--- src/hw/rtl/stt_pkg.sv ---
// ----------------------------------------------------------------------------
// stt_pkg
// Types, token codes and character helpers for the source text tokenizer.
// ----------------------------------------------------------------------------
package stt_pkg;

  localparam int unsigned LineBits = 16;
  localparam int unsigned KindW    = 5;

  typedef logic [KindW-1:0] kind_t;

  localparam kind_t KNumber  = kind_t'(0);
  localparam kind_t KString  = kind_t'(1);
  localparam kind_t KIdent   = kind_t'(2);
  localparam kind_t KPrint   = kind_t'(3);
  localparam kind_t KIf      = kind_t'(4);
  localparam kind_t KNewline = kind_t'(5);
  localparam kind_t KPlus    = kind_t'(6);
  localparam kind_t KMinus   = kind_t'(7);
  localparam kind_t KStar    = kind_t'(8);
  localparam kind_t KSlash   = kind_t'(9);
  localparam kind_t KLParen  = kind_t'(10);
  localparam kind_t KRParen  = kind_t'(11);
  localparam kind_t KLBrace  = kind_t'(12);
  localparam kind_t KRBrace  = kind_t'(13);
  localparam kind_t KAssign  = kind_t'(14);
  localparam kind_t KEq      = kind_t'(15);
  localparam kind_t KGt      = kind_t'(16);
  localparam kind_t KGe      = kind_t'(17);
  localparam kind_t KLt      = kind_t'(18);
  localparam kind_t KLe      = kind_t'(19);
  localparam kind_t KNe      = kind_t'(20);
  localparam kind_t KUnknown = kind_t'(21);
  localparam kind_t KEof     = kind_t'(22);

  typedef enum logic [7:0] {
    ModeIdle    = 8'b0000_0001,
    ModeInt     = 8'b0000_0010,
    ModeFrac    = 8'b0000_0100,
    ModeStr     = 8'b0000_1000,
    ModeEsc     = 8'b0001_0000,
    ModeIdent   = 8'b0010_0000,
    ModeComment = 8'b0100_0000,
    ModeOp      = 8'b1000_0000
  } mode_e;

  typedef enum logic [1:0] {
    OpAssign = 2'd0,
    OpGt     = 2'd1,
    OpLt     = 2'd2,
    OpBang   = 2'd3
  } op_e;

  // keyword tracker: prefixes of "print" and "if"
  typedef enum logic [2:0] {
    KwNone = 3'd0,
    KwP    = 3'd1,
    KwPr   = 3'd2,
    KwPri  = 3'd3,
    KwPrin = 3'd4,
    KwPrint = 3'd5,
    KwI    = 3'd6,
    KwIf   = 3'd7
  } kw_e;

  typedef struct packed {
    kind_t                kind;
    logic [7:0]           text;
    logic                 has;
    logic                 last;
    logic [LineBits-1:0]  line;
  } result_t;

  function automatic result_t make_res(kind_t kind, logic [7:0] text, logic has,
                                       logic last, logic [LineBits-1:0] line);
    result_t r;
    r.kind = kind;
    r.text = has ? text : 8'd0;
    r.has  = has;
    r.last = last;
    r.line = line;
    return r;
  endfunction

  function automatic logic is_digit(logic [7:0] c);
    return (c >= "0") && (c <= "9");
  endfunction

  function automatic logic is_alpha(logic [7:0] c);
    return ((c >= "a") && (c <= "z")) || ((c >= "A") && (c <= "Z"));
  endfunction

  function automatic kw_e kw_next(kw_e t, logic [7:0] c);
    kw_e n;
    n = KwNone;
    unique case (t)
      KwP:     if (c == "r") n = KwPr;
      KwPr:    if (c == "i") n = KwPri;
      KwPri:   if (c == "n") n = KwPrin;
      KwPrin:  if (c == "t") n = KwPrint;
      KwI:     if (c == "f") n = KwIf;
      default: n = KwNone;
    endcase
    return n;
  endfunction

  function automatic kind_t op_one(op_e p);
    kind_t k;
    unique case (p)
      OpAssign: k = KAssign;
      OpGt:     k = KGt;
      OpLt:     k = KLt;
      default:  k = KUnknown;
    endcase
    return k;
  endfunction

  function automatic kind_t op_two(op_e p);
    kind_t k;
    unique case (p)
      OpAssign: k = KEq;
      OpGt:     k = KGe;
      OpLt:     k = KLe;
      default:  k = KNe;
    endcase
    return k;
  endfunction

endpackage

--- src/hw/rtl/source_text_tokenizer.sv ---
// Source text tokenizer. Takes one source byte per beat (tuser = 1 marks end of
// source) and emits tokens one result per beat: number, string and identifier
// text streams byte by byte, then a closing beat with tlast carries the final
// kind. An input beat is accepted every cycle while the 4-entry result queue
// has two free slots; a byte that both closes a token and starts or ends
// another yields two result beats, so the sustained input rate is one byte per
// cycle for text that gives at most one result per byte and a receiver that
// never stalls, and drops where every byte gives two. Results pass through the
// result queue registers. An end of source flushes the pending token, emits
// end of file and returns the scanner to its reset state.
// ----------------------------------------------------------------------------
// source_text_tokenizer
// Byte-stream lexer with keyword, two-character operator and line tracking.
// ----------------------------------------------------------------------------
module source_text_tokenizer (
  input  logic        clk_i,
  input  logic        rst_ni,
  input  logic        s_axis_tvalid_i,
  output logic        s_axis_tready_o,
  input  logic [7:0]  s_axis_tdata_i,   // [7:0] source_byte
  input  logic        s_axis_tuser_i,   // [0] req_type
  output logic        m_axis_tvalid_o,
  input  logic        m_axis_tready_i,
  output logic [23:0] m_axis_tdata_o,   // [7:0] text_byte, [23:8] line_number
  output logic [5:0]  m_axis_tuser_o,   // [4:0] token_kind, [5] has_byte
  output logic        m_axis_tlast_o    // token_end
);
  import stt_pkg::*;

  localparam logic [LineBits-1:0] LineMax = '1;

  mode_e               mode_q, mode_d;
  op_e                 pend_q, pend_d;
  kw_e                 kw_q, kw_d;
  logic [LineBits-1:0] line_q, line_d;

  result_t    fifo_q [4];
  logic [1:0] wptr_q, rptr_q;
  logic [2:0] cnt_q;

  logic       in_acc, out_acc;
  logic [7:0] c;
  logic       pre_v, idle_v, run_idle;
  result_t    pre, idle;

  assign c               = s_axis_tdata_i;
  assign s_axis_tready_o = (cnt_q <= 3'd2);
  assign in_acc          = s_axis_tvalid_i && s_axis_tready_o;
  assign m_axis_tvalid_o = (cnt_q != 3'd0);
  assign out_acc         = m_axis_tvalid_o && m_axis_tready_i;

  always_comb begin
    mode_d   = mode_q;
    pend_d   = pend_q;
    kw_d     = kw_q;
    line_d   = line_q;
    pre_v    = 1'b0;
    pre      = make_res(KNumber, 8'd0, 1'b0, 1'b0, line_q);
    idle_v   = 1'b0;
    idle     = make_res(KNumber, 8'd0, 1'b0, 1'b0, line_q);
    run_idle = 1'b0;

    if (s_axis_tuser_i) begin
      unique case (mode_q)
        ModeInt, ModeFrac: begin
          pre_v = 1'b1;
          pre   = make_res(KNumber, 8'd0, 1'b0, 1'b1, line_q);
        end
        ModeStr, ModeEsc: begin
          pre_v = 1'b1;
          pre   = make_res(KString, 8'd0, 1'b0, 1'b1, line_q);
        end
        ModeIdent: begin
          pre_v = 1'b1;
          pre   = make_res((kw_q == KwPrint) ? KPrint : (kw_q == KwIf) ? KIf : KIdent,
                           8'd0, 1'b0, 1'b1, line_q);
        end
        ModeOp: begin
          pre_v = 1'b1;
          pre   = make_res(op_one(pend_q), "!", pend_q == OpBang, 1'b1, line_q);
        end
        default: ;
      endcase
      idle_v = 1'b1;
      idle   = make_res(KEof, 8'd0, 1'b0, 1'b1, line_q);
      mode_d = ModeIdle;
      pend_d = OpAssign;
      kw_d   = KwNone;
      line_d = LineBits'(1);
    end else begin
      unique case (mode_q)
        ModeInt, ModeFrac: begin
          if (is_digit(c) || (c == "." && mode_q == ModeInt)) begin
            pre_v = 1'b1;
            pre   = make_res(KNumber, c, 1'b1, 1'b0, line_q);
            if (c == ".") mode_d = ModeFrac;
          end else begin
            pre_v    = 1'b1;
            pre      = make_res(KNumber, 8'd0, 1'b0, 1'b1, line_q);
            run_idle = 1'b1;
          end
        end
        ModeStr: begin
          if (c == "\"") begin
            pre_v  = 1'b1;
            pre    = make_res(KString, 8'd0, 1'b0, 1'b1, line_q);
            mode_d = ModeIdle;
          end else if (c == "\\") begin
            mode_d = ModeEsc;
          end else begin
            pre_v = 1'b1;
            pre   = make_res(KString, c, 1'b1, 1'b0, line_q);
          end
        end
        ModeEsc: begin
          pre_v  = 1'b1;
          pre    = make_res(KString, (c == "n") ? 8'd10 : (c == "t") ? 8'd9 : c,
                            1'b1, 1'b0, line_q);
          mode_d = ModeStr;
        end
        ModeIdent: begin
          if (is_alpha(c) || is_digit(c) || c == "_") begin
            kw_d  = kw_next(kw_q, c);
            pre_v = 1'b1;
            pre   = make_res(KIdent, c, 1'b1, 1'b0, line_q);
          end else begin
            pre_v    = 1'b1;
            pre      = make_res((kw_q == KwPrint) ? KPrint : (kw_q == KwIf) ? KIf : KIdent,
                                8'd0, 1'b0, 1'b1, line_q);
            kw_d     = KwNone;
            run_idle = 1'b1;
          end
        end
        ModeComment: begin
          if (c == "\n") run_idle = 1'b1;
        end
        ModeOp: begin
          pre_v  = 1'b1;
          pend_d = OpAssign;
          if (c == "=") begin
            pre    = make_res(op_two(pend_q), 8'd0, 1'b0, 1'b1, line_q);
            mode_d = ModeIdle;
          end else begin
            pre      = make_res(op_one(pend_q), "!", pend_q == OpBang, 1'b1, line_q);
            run_idle = 1'b1;
          end
        end
        default: run_idle = 1'b1;
      endcase

      if (run_idle) begin
        mode_d = ModeIdle;
        priority if (c == " " || c == "\t" || c == "\r") begin
        end else if (c == "\n") begin
          idle_v = 1'b1;
          idle   = make_res(KNewline, 8'd0, 1'b0, 1'b1, line_q);
          if (line_q != LineMax) line_d = line_q + LineBits'(1);
        end else if (c == "#") begin
          mode_d = ModeComment;
        end else if (is_digit(c)) begin
          mode_d = ModeInt;
          idle_v = 1'b1;
          idle   = make_res(KNumber, c, 1'b1, 1'b0, line_q);
        end else if (c == "\"") begin
          mode_d = ModeStr;
        end else if (is_alpha(c) || c == "_") begin
          mode_d = ModeIdent;
          kw_d   = (c == "p") ? KwP : (c == "i") ? KwI : KwNone;
          idle_v = 1'b1;
          idle   = make_res(KIdent, c, 1'b1, 1'b0, line_q);
        end else if (c == "+") begin
          idle_v = 1'b1;
          idle   = make_res(KPlus, 8'd0, 1'b0, 1'b1, line_q);
        end else if (c == "-") begin
          idle_v = 1'b1;
          idle   = make_res(KMinus, 8'd0, 1'b0, 1'b1, line_q);
        end else if (c == "*") begin
          idle_v = 1'b1;
          idle   = make_res(KStar, 8'd0, 1'b0, 1'b1, line_q);
        end else if (c == "/") begin
          idle_v = 1'b1;
          idle   = make_res(KSlash, 8'd0, 1'b0, 1'b1, line_q);
        end else if (c == "(") begin
          idle_v = 1'b1;
          idle   = make_res(KLParen, 8'd0, 1'b0, 1'b1, line_q);
        end else if (c == ")") begin
          idle_v = 1'b1;
          idle   = make_res(KRParen, 8'd0, 1'b0, 1'b1, line_q);
        end else if (c == "{") begin
          idle_v = 1'b1;
          idle   = make_res(KLBrace, 8'd0, 1'b0, 1'b1, line_q);
        end else if (c == "}") begin
          idle_v = 1'b1;
          idle   = make_res(KRBrace, 8'd0, 1'b0, 1'b1, line_q);
        end else if (c == "=" || c == ">" || c == "<" || c == "!") begin
          mode_d = ModeOp;
          pend_d = (c == "=") ? OpAssign : (c == ">") ? OpGt : (c == "<") ? OpLt : OpBang;
        end else begin
          idle_v = 1'b1;
          idle   = make_res(KUnknown, c, 1'b1, 1'b1, line_q);
        end
      end
    end
  end

  logic [1:0] n_res;
  assign n_res = {1'b0, pre_v} + {1'b0, idle_v};

  always_ff @(posedge clk_i or negedge rst_ni) begin
    if (!rst_ni) begin
      mode_q <= ModeIdle;
      pend_q <= OpAssign;
      kw_q   <= KwNone;
      line_q <= LineBits'(1);
      wptr_q <= 2'd0;
      rptr_q <= 2'd0;
      cnt_q  <= 3'd0;
    end else begin
      if (in_acc) begin
        mode_q <= mode_d;
        pend_q <= pend_d;
        kw_q   <= kw_d;
        line_q <= line_d;
        wptr_q <= wptr_q + n_res;
      end
      if (out_acc) rptr_q <= rptr_q + 2'd1;
      cnt_q <= cnt_q + (in_acc ? {1'b0, n_res} : 3'd0) - {2'b00, out_acc};
    end
  end

  // queue storage: first result at the write pointer, a second one after it
  always_ff @(posedge clk_i) begin
    if (in_acc) begin
      if (pre_v) fifo_q[wptr_q] <= pre;
      else if (idle_v) fifo_q[wptr_q] <= idle;
      if (pre_v && idle_v) fifo_q[wptr_q + 2'd1] <= idle;
    end
  end

  assign m_axis_tdata_o = {fifo_q[rptr_q].line[15:0], fifo_q[rptr_q].text};
  assign m_axis_tuser_o = {fifo_q[rptr_q].has, fifo_q[rptr_q].kind};
  assign m_axis_tlast_o = fifo_q[rptr_q].last;

endmodule

--- config.mk ---
export PLATFORM = sky130hd
export DESIGN_NAME = source_text_tokenizer
export DESIGN_NICKNAME = d
export VERILOG_FILES = /design/src/hw/rtl/stt_pkg.sv /design/src/hw/rtl/source_text_tokenizer.sv
export SDC_FILE = /design/constraint.sdc
export NUM_CORES = 1
export LEC_CHECK = 0
export BUFFER_PORTS_ARGS = -buffer_cell sky130_fd_sc_hd__buf_2
export CORE_MARGIN = 4
export CORE_UTILIZATION = 29
export CTS_CLUSTER_DIAMETER = 50
export CTS_CLUSTER_SIZE = 30
export DETAILED_ROUTE_END_ITERATION = 7
export GPL_TIMING_DRIVEN = 0
export PLACE_DENSITY_LB_ADDON = 0.12
export SETUP_SLACK_MARGIN = 0.2
export SYNTH_ARGS = -nofsm -noshare
export SYNTH_HDL_FRONTEND = slang
export SYNTH_SLANG_ARGS = --single-unit
--- constraint.sdc ---
create_clock -name clk_i -period 7.5 [get_ports clk_i]
set_clock_uncertainty 0.1 [all_clocks]
set_input_delay 2.25 -clock clk_i [delete_from_list [all_inputs] [get_ports clk_i]]
set_output_delay 2.25 -clock clk_i [all_outputs]
set_load 0.005 [all_outputs]
# Word level (Yosys, flattened, before mapping)
# Memory sizes are Yosys's and may differ from the RTL's.
# Cells that the tools add are included.
word_totals:
  mem_count: 1
  word_cells: 240
  ramBits: 124
  output_inout_bits: 33
  ff_bits: 36
op_classes:
  n_reduce_logical: 29
  addsub: 7
  muxes: 139
  bitwise_logic: 1
  eq_ne: 49
  order_cmp: 7
mem_list:
  columns: ["memory", "depth", "word_bits", "read_ports", "rd_clocked_by_memory_dff", "write_ports", "line_no", "rtl"]
  rows:
  - ["fifo_q", 4, 31, 1, 0, 2, "source_text_tokenizer.sv:37", "result_t fifo_q [4];"]
ops:
  columns: ["cell", "count"]
  rows:
  - ["$mux 31", 20]
  - ["$mux 8", 24]
  - ["$pmux 31 s5", 1]
  - ["$pmux 31 s4", 1]
  - ["$eq 8x6->1 const B", 15]
  - ["$eq 8x7->1 const B", 11]
  - ["$mux 16", 5]
  - ["$mux 27", 2]
  - ["$mux 3", 17]
  - ["$mux 2", 23]
  - ["$mux 1", 37]
  - ["$pmux 8 s4", 1]
  - ["$pmux 5 s3", 2]
  - ["$mux 29", 1]
  - ["$mux 26", 1]
  - ["$eq 8x4->1 const B", 3]
  - ["$add 16x1->16 const B", 1]
  - ["$ge 8x7->1 const B", 2]
  - ["$le 8x7->1 const B", 2]
  - ["$ne 16x16->1 const B", 1]
  - ["$pmux 3 s5", 1]
  - ["$eq 3x3->1 const B", 4]
  - ["$ne 4x4->1 const B", 3]
  - ["$logic_or 1x1->1", 10]
  - ["32 further kinds", 44]

# Logic depth before layout (Yosys ltp)
logic_depth:
  ltp_word: 26
  mapped_depth: 19
  depth_no_buf: 16

# Least setup slack after synthesis
# No wires, ideal clock.
synth_path:
  path_type: "input -> register"
  from: "in s_axis_tdata_i[4]"
  to: "mem fifo_q[1][0] (netlist bit), enable pin"
  path_slack_ns: -2.696
  setup_time_ns: 0.588
  stages: 12
  arrival_ns: 9.508
  cell_sequence: "buf_2 -> or3_1 -> o41ai_1 -> a21oi_1 -> o31ai_4 -> o21ai_1 -> buf_4 -> o21ai_0 -> ha_1 -> clkbuf_1 -> nor2_1 -> a2111oi_0"
synth_lines:
  columns: ["item", "line_no", "rtl"]
  rows:
  - ["start, declared", "source_text_tokenizer.sv:20", "input logic [7:0] s_axis_tdata_i,"]
  - ["end, declared", "source_text_tokenizer.sv:37", null]

==> impl_results.html <==
<table>
<tr><th>Metric</th><th>Value</th></tr>
<tr><th colspan="2">Layout</th></tr>
<tr><td>Final design instance area without fill</td><td>0.0100 mm2</td></tr>
<tr><td>Final antenna diode count</td><td>0</td></tr>
<tr><td>Net total in the final layout</td><td>812</td></tr>
<tr><td>Final core area utilization</td><td>34.7%</td></tr>
<tr><td>Ratio of cells with drive above 1 in the final layout</td><td>19.6%</td></tr>
<tr><td>Final std cells w/o fill</td><td>1184</td></tr>
<tr><td>FILL cells</td><td>2898</td></tr>
<tr><td>Layout Area Growth over Synthesis</td><td>17.5%</td></tr>
<tr><th colspan="2">STA</th></tr>
<tr><td>Max Clk Rate</td><td>147 MHz</td></tr>
<tr><td>Hold Violations, Final</td><td>0</td></tr>
<tr><td>Period utilisation layout</td><td>90.4%</td></tr>
<tr><td>Clock period minus final worst setup slack</td><td>6.78 ns</td></tr>
<tr><td>Unrepaired setup endpoints after global routing</td><td>no</td></tr>
<tr><td>Final slew viol count</td><td>0</td></tr>
<tr><td>Slew headroom</td><td>30.8%</td></tr>
<tr><td># setup viols final</td><td>0</td></tr>
<tr><td>Slew at the pin with the worst max-slew slack</td><td>1.03 ns</td></tr>
<tr><th colspan="2">Drt</th></tr>
<tr><td>Metal-1 WL</td><td>11700 um</td></tr>
<tr><td>Total number of vias</td><td>6353</td></tr>
<tr><td>Initial DRC count</td><td>559</td></tr>
<tr><td>Top Layer Used</td><td>met4</td></tr>
<tr><td>Met3 wirelength from detailed routing</td><td>1020 um</td></tr>
<tr><td>Number of remaining DRC errors</td><td>0</td></tr>
<tr><td>Wirelength per Cell</td><td>21.1 um</td></tr>
<tr><td>First-pass detailed-route iteration total</td><td>5</td></tr>
<tr><td>Post-DRT Antenna Nets</td><td>0</td></tr>
<tr><td>Final wirelength</td><td>24900 um</td></tr>
<tr><td>Routed length on met2</td><td>12000 um</td></tr>
<tr><td>Routed via count divided by cell count</td><td>5.37</td></tr>
<tr><th colspan="2">Placement</th></tr>
<tr><td>Number of cells in the design after placement</td><td>1152</td></tr>
<tr><td>Final weighted congestion of routability-driven global placement</td><td>0.896</td></tr>
<tr><td>Input/output buffers</td><td>44</td></tr>
<tr><td>Cell Area, Placed</td><td>0.00940 mm2</td></tr>
<tr><td>Half-perimeter wire length after placement</td><td>18800 um</td></tr>
<tr><th colspan="2">Synthesis</th></tr>
<tr><td>Number of cells produced by synthesis</td><td>702</td></tr>
<tr><td>Per-instance average area after synthesis</td><td>12.1 um2</td></tr>
<tr><td>Async S/R FF share, synth</td><td>22.5%</td></tr>
<tr><td>Dominant cell type by area after synthesis</td><td>sky130_fd_sc_hd__edfxtp_1</td></tr>
<tr><td>Most frequent cells after synthesis</td><td>sky130_fd_sc_hd__edfxtp_1, sky130_fd_sc_hd__nand2_1, sky130_fd_sc_hd__nor2_1</td></tr>
<tr><td>Post-Synthesis Net Count</td><td>727</td></tr>
<tr><td>Dominant cells by area after synthesis</td><td>sky130_fd_sc_hd__edfxtp_1, sky130_fd_sc_hd__dfrtp_1, sky130_fd_sc_hd__mux4_2, sky130_fd_sc_hd__nand2_1, sky130_fd_sc_hd__o21ai_0</td></tr>
<tr><td>Number of enable flip-flop cells after synthesis</td><td>124</td></tr>
<tr><td>Fraction of post-synthesis cell area in the top cell type by area</td><td>43.7%</td></tr>
<tr><td>Library cell with the highest instance count after synthesis</td><td>sky130_fd_sc_hd__edfxtp_1</td></tr>
<tr><td>Unique cell type count in the Yosys netlist</td><td>79</td></tr>
<tr><td>Register bit count reported by yosys</td><td>160</td></tr>
<tr><td>Sequential fraction of the synthesis area</td><td>54.4%</td></tr>
<tr><td>Number of synthesis warnings</td><td>0</td></tr>
<tr><td>Most used DFF post-synth</td><td>sky130_fd_sc_hd__edfxtp_1</td></tr>
<tr><td>Area of the mapped netlist</td><td>0.00851 mm2</td></tr>
<tr><th colspan="2">Pwr</th></tr>
<tr><td>Internal power</td><td>1.99 mW</td></tr>
<tr><td>Net switching share of the total power</td><td>34.8%</td></tr>
<tr><td>Largest voltage drop on the vdd net</td><td>157 uV</td></tr>
<tr><td>Total net switching power</td><td>1.06 mW</td></tr>
<tr><td>Pwr Density</td><td>305 mW/mm2</td></tr>
<tr><td>Register share of total power</td><td>38.1%</td></tr>
<tr><td>Clock network power share</td><td>28.5%</td></tr>
<tr><td>Portion of total power attributed to combinational logic</td><td>33.4%</td></tr>
<tr><td>Leakage</td><td>3.56 nW</td></tr>
<tr><th colspan="2">Hold path</th></tr>
<tr><td>Number of cells on the worst hold path</td><td>1</td></tr>
<tr><td>Hold path endpoint</td><td>cnt_q[2]</td></tr>
<tr><td>Beginning of the worst hold path</td><td>cnt_q[2]</td></tr>
<tr><td>Class of the most critical hold timing path</td><td>reg2reg</td></tr>
<tr><th colspan="2">Die</th></tr>
<tr><td>Area of the core</td><td>0.0289 mm2</td></tr>
<tr><td>Die ar.</td><td>0.0322 mm2</td></tr>
<tr><td>Initial Util</td><td>29.5%</td></tr>
<tr><td>Die height</td><td>179 um</td></tr>
<tr><td>Count of pins on the block boundary</td><td>46</td></tr>
<tr><td>Num rows</td><td>62</td></tr>
<tr><td>Die W</td><td>179 um</td></tr>
<tr><th colspan="2">Clocking</th></tr>
<tr><td>TritonCTS Buffers</td><td>17</td></tr>
<tr><td>Total number of clock tree sinks</td><td>160</td></tr>
<tr><td>H-tree depth</td><td>4</td></tr>
<tr><td>Reg clk slew, reported paths</td><td>0.07 ns</td></tr>
<tr><td>TritonCTS clock tree</td><td>done</td></tr>
<tr><td># hold bufs at CTS</td><td>0</td></tr>
<tr><td>Clock root buffer</td><td>sky130_fd_sc_hd__clkbuf_16</td></tr>
<tr><td>Max Root-Sink Buffers</td><td>2</td></tr>
<tr><td>Clock latency on the worst-skew pair</td><td>0.44 ns</td></tr>
<tr><th colspan="2">Worst setup path</th></tr>
<tr><td>Setup slack of the worst register-to-register path</td><td>2.50 ns</td></tr>
<tr><td>Critical Path RT</td><td>7.54 ns</td></tr>
<tr><td>CP endpoint kind</td><td>flip-flop</td></tr>
<tr><td>R2r worst-path depth</td><td>17</td></tr>
<tr><td>CP Max Fanout</td><td>10</td></tr>
<tr><td>Kind of critical path</td><td>in2reg</td></tr>
<tr><td>Worst EP arrival</td><td>6.82 ns</td></tr>
<tr><td>Worst reg2reg path startpoint</td><td>mode_q[3]</td></tr>
<tr><td>Kind of launch point of the worst setup path</td><td>primary input</td></tr>
<tr><td>Endpoint of the worst register-to-register path</td><td>fifo_q[2][7]</td></tr>
<tr><th colspan="2">Global routing</th></tr>
<tr><td>Pin count of the biggest net entering global routing</td><td>37</td></tr>
<tr><td>Global-route wire length before repair</td><td>38400 um</td></tr>
<tr><td>Antenna violations before repair</td><td>0</td></tr>
<tr><td>Remaining global-route overflow</td><td>0</td></tr>
<tr><td>Global routing usage summed across all routing layers</td><td>15.9%</td></tr>
<tr><td>Via count of the first global-routing pass</td><td>6246</td></tr>
<tr><th colspan="2">Run</th></tr>
<tr><td>Maximum capacitance violations</td><td>0</td></tr>
<tr><th colspan="2">Outcome</th></tr>
<tr><td>Result of the run</td><td>complete, no violations</td></tr>
</table>
-- layout by cell type, fill, tap and decap left out, drive strengths merged, types with 6 or more instances in the layout --
master / synthesis / routed
edfxtp: 124 / 124
buf: 15 / 81
nand2: 55 / 55
clkbuf: 29 / 47
nor2: 43 / 43
o21ai: 39 / 39
dfrtp: 34 / 34
mux4: 31 / 31
a21oi: 31 / 31
nand3: 24 / 24
and2: 22 / 22
inv: 15 / 22
a31oi: 16 / 16
nor3: 16 / 16
and3: 12 / 12
a32o: 11 / 11
o22ai: 11 / 11
ha: 11 / 11
nand4: 10 / 10
or3: 9 / 9
xor2: 8 / 8
nor2b: 8 / 8
mux2i: 8 / 8
o2bb2ai: 8 / 8
nand2b: 7 / 7
a21boi: 7 / 7
clkinv: 0 / 7
o2111ai: 6 / 6
or4: 6 / 6
-- per-stage QoR --
step	power, mW	hold slack, ns	TNS [ns]	setup WS, ns
finish	3.06	0.405	0	0.718
global route	3.24	0.409	0	0.359
CTS	3.10	0.401	0	0.629
detailed placement	2.22	0.388	0	0.179
global placement	2.19	0.383	-618.75	-5.44
floorplan	1.83	0.362	-116.40	-1.20
-- power groups by stage --
stage	logic (mW)	clock network, mW	registers, mW
after floorplan	0.651	0	1.18
after global placement	0.986	0	1.20
after detailed placement	1.04	0	1.18
after CTS	1.04	0.896	1.17
after global routing	1.13	0.931	1.18
final	1.02	0.872	1.16
-- critical path, cell delays in order --
cell                        delay (ns)
sky130_fd_sc_hd__buf_2            0.12
sky130_fd_sc_hd__clkbuf_1         0.20
sky130_fd_sc_hd__nor2_1           0.38
sky130_fd_sc_hd__nand3_1          0.21
sky130_fd_sc_hd__a2111oi_2        0.61
sky130_fd_sc_hd__or2_0            0.17
sky130_fd_sc_hd__buf_2            0.24
sky130_fd_sc_hd__o21ai_1          0.13
sky130_fd_sc_hd__buf_4            0.21
sky130_fd_sc_hd__o21ai_0          0.29
sky130_fd_sc_hd__ha_1             0.21
sky130_fd_sc_hd__clkbuf_1         0.26
sky130_fd_sc_hd__nand4_1          0.22
sky130_fd_sc_hd__clkbuf_1         0.34
sky130_fd_sc_hd__o41ai_2          0.25
sky130_fd_sc_hd__buf_4            0.30
sky130_fd_sc_hd__buf_4            0.20
sky130_fd_sc_hd__buf_4            0.21
-- metal layers --
layer | up-vias | track usage [%]
met4 | 0 | 3.24
met3 | 16 | 3.16
met2 | 138 | 26.0
met5 | - | 0
li1 | 2950 | -
met1 | 3249 | 22.2
-- sequential cells by signal (all words and copies together), names as in the netlist --
signal / cells
cnt_q: 3
fifo_q: 124
kw_q: 3
line_q: 16
mode_q: 8
pend_q: 2
rptr_q: 2
wptr_q: 2
-- how the worst max path moves through the flow --
stage | cells past startpoint | startpoint | endpoint | slack (ns)
6_report | 18 | s_axis_tdata_i[0] | fifo_q[2][7] | 0.72
5_1_grt | 18 | s_axis_tdata_i[0] | fifo_q[0][9] | 0.36
4_1_cts | 18 | s_axis_tdata_i[0] | fifo_q[3][3] | 0.63
3_5_place_dp | 18 | s_axis_tdata_i[0] | fifo_q[3][4] | 0.18
3_3_place_gp | 14 | s_axis_tdata_i[0] | fifo_q[3][4] | -5.44
2_1_floorplan | 12 | s_axis_tdata_i[4] | fifo_q[1][0] | -1.20
-- layout make-up --
| class | instances | area (um2) | share of cell area [%] |
|---|---|---|---|
| clock buffers | 18 | 429 | 4.29 |
| plain buffers | 44 | 194 | 1.94 |
| flip-flops and latches | 160 | 4630 | 46.2 |
| repair buffers | 66 | 380 | 3.80 |
| well taps | 384 | 480 | 4.80 |
| clock inverters | 14 | 163 | 1.63 |
| multi-input cells | 483 | 3670 | 36.7 |
| inverters | 15 | 56.3 | 0.563 |
-- cell families (layout without fill, tap and decap cells) --
family	Yosys count	after routing	share of synthesized area, %
AO/OA/AOI/OAI	181	181	15.3
XOR/XNOR	13	13	1.34
adder cells (fa/ha/maj)	12	12	1.85
buffers and inverters	59	157	2.94
flip-flops	160	160	54.4
multiplexers	39	39	9.14
AND/OR/NAND/NOR	238	238	15.1
-- what timing repair did --
item                                    in CTS  in global routing
setup buffers                                0                  0
gates resized for setup                      0                  1
endpoints found under the setup margin       0                  6
Power figures use the tool's default switching activity.
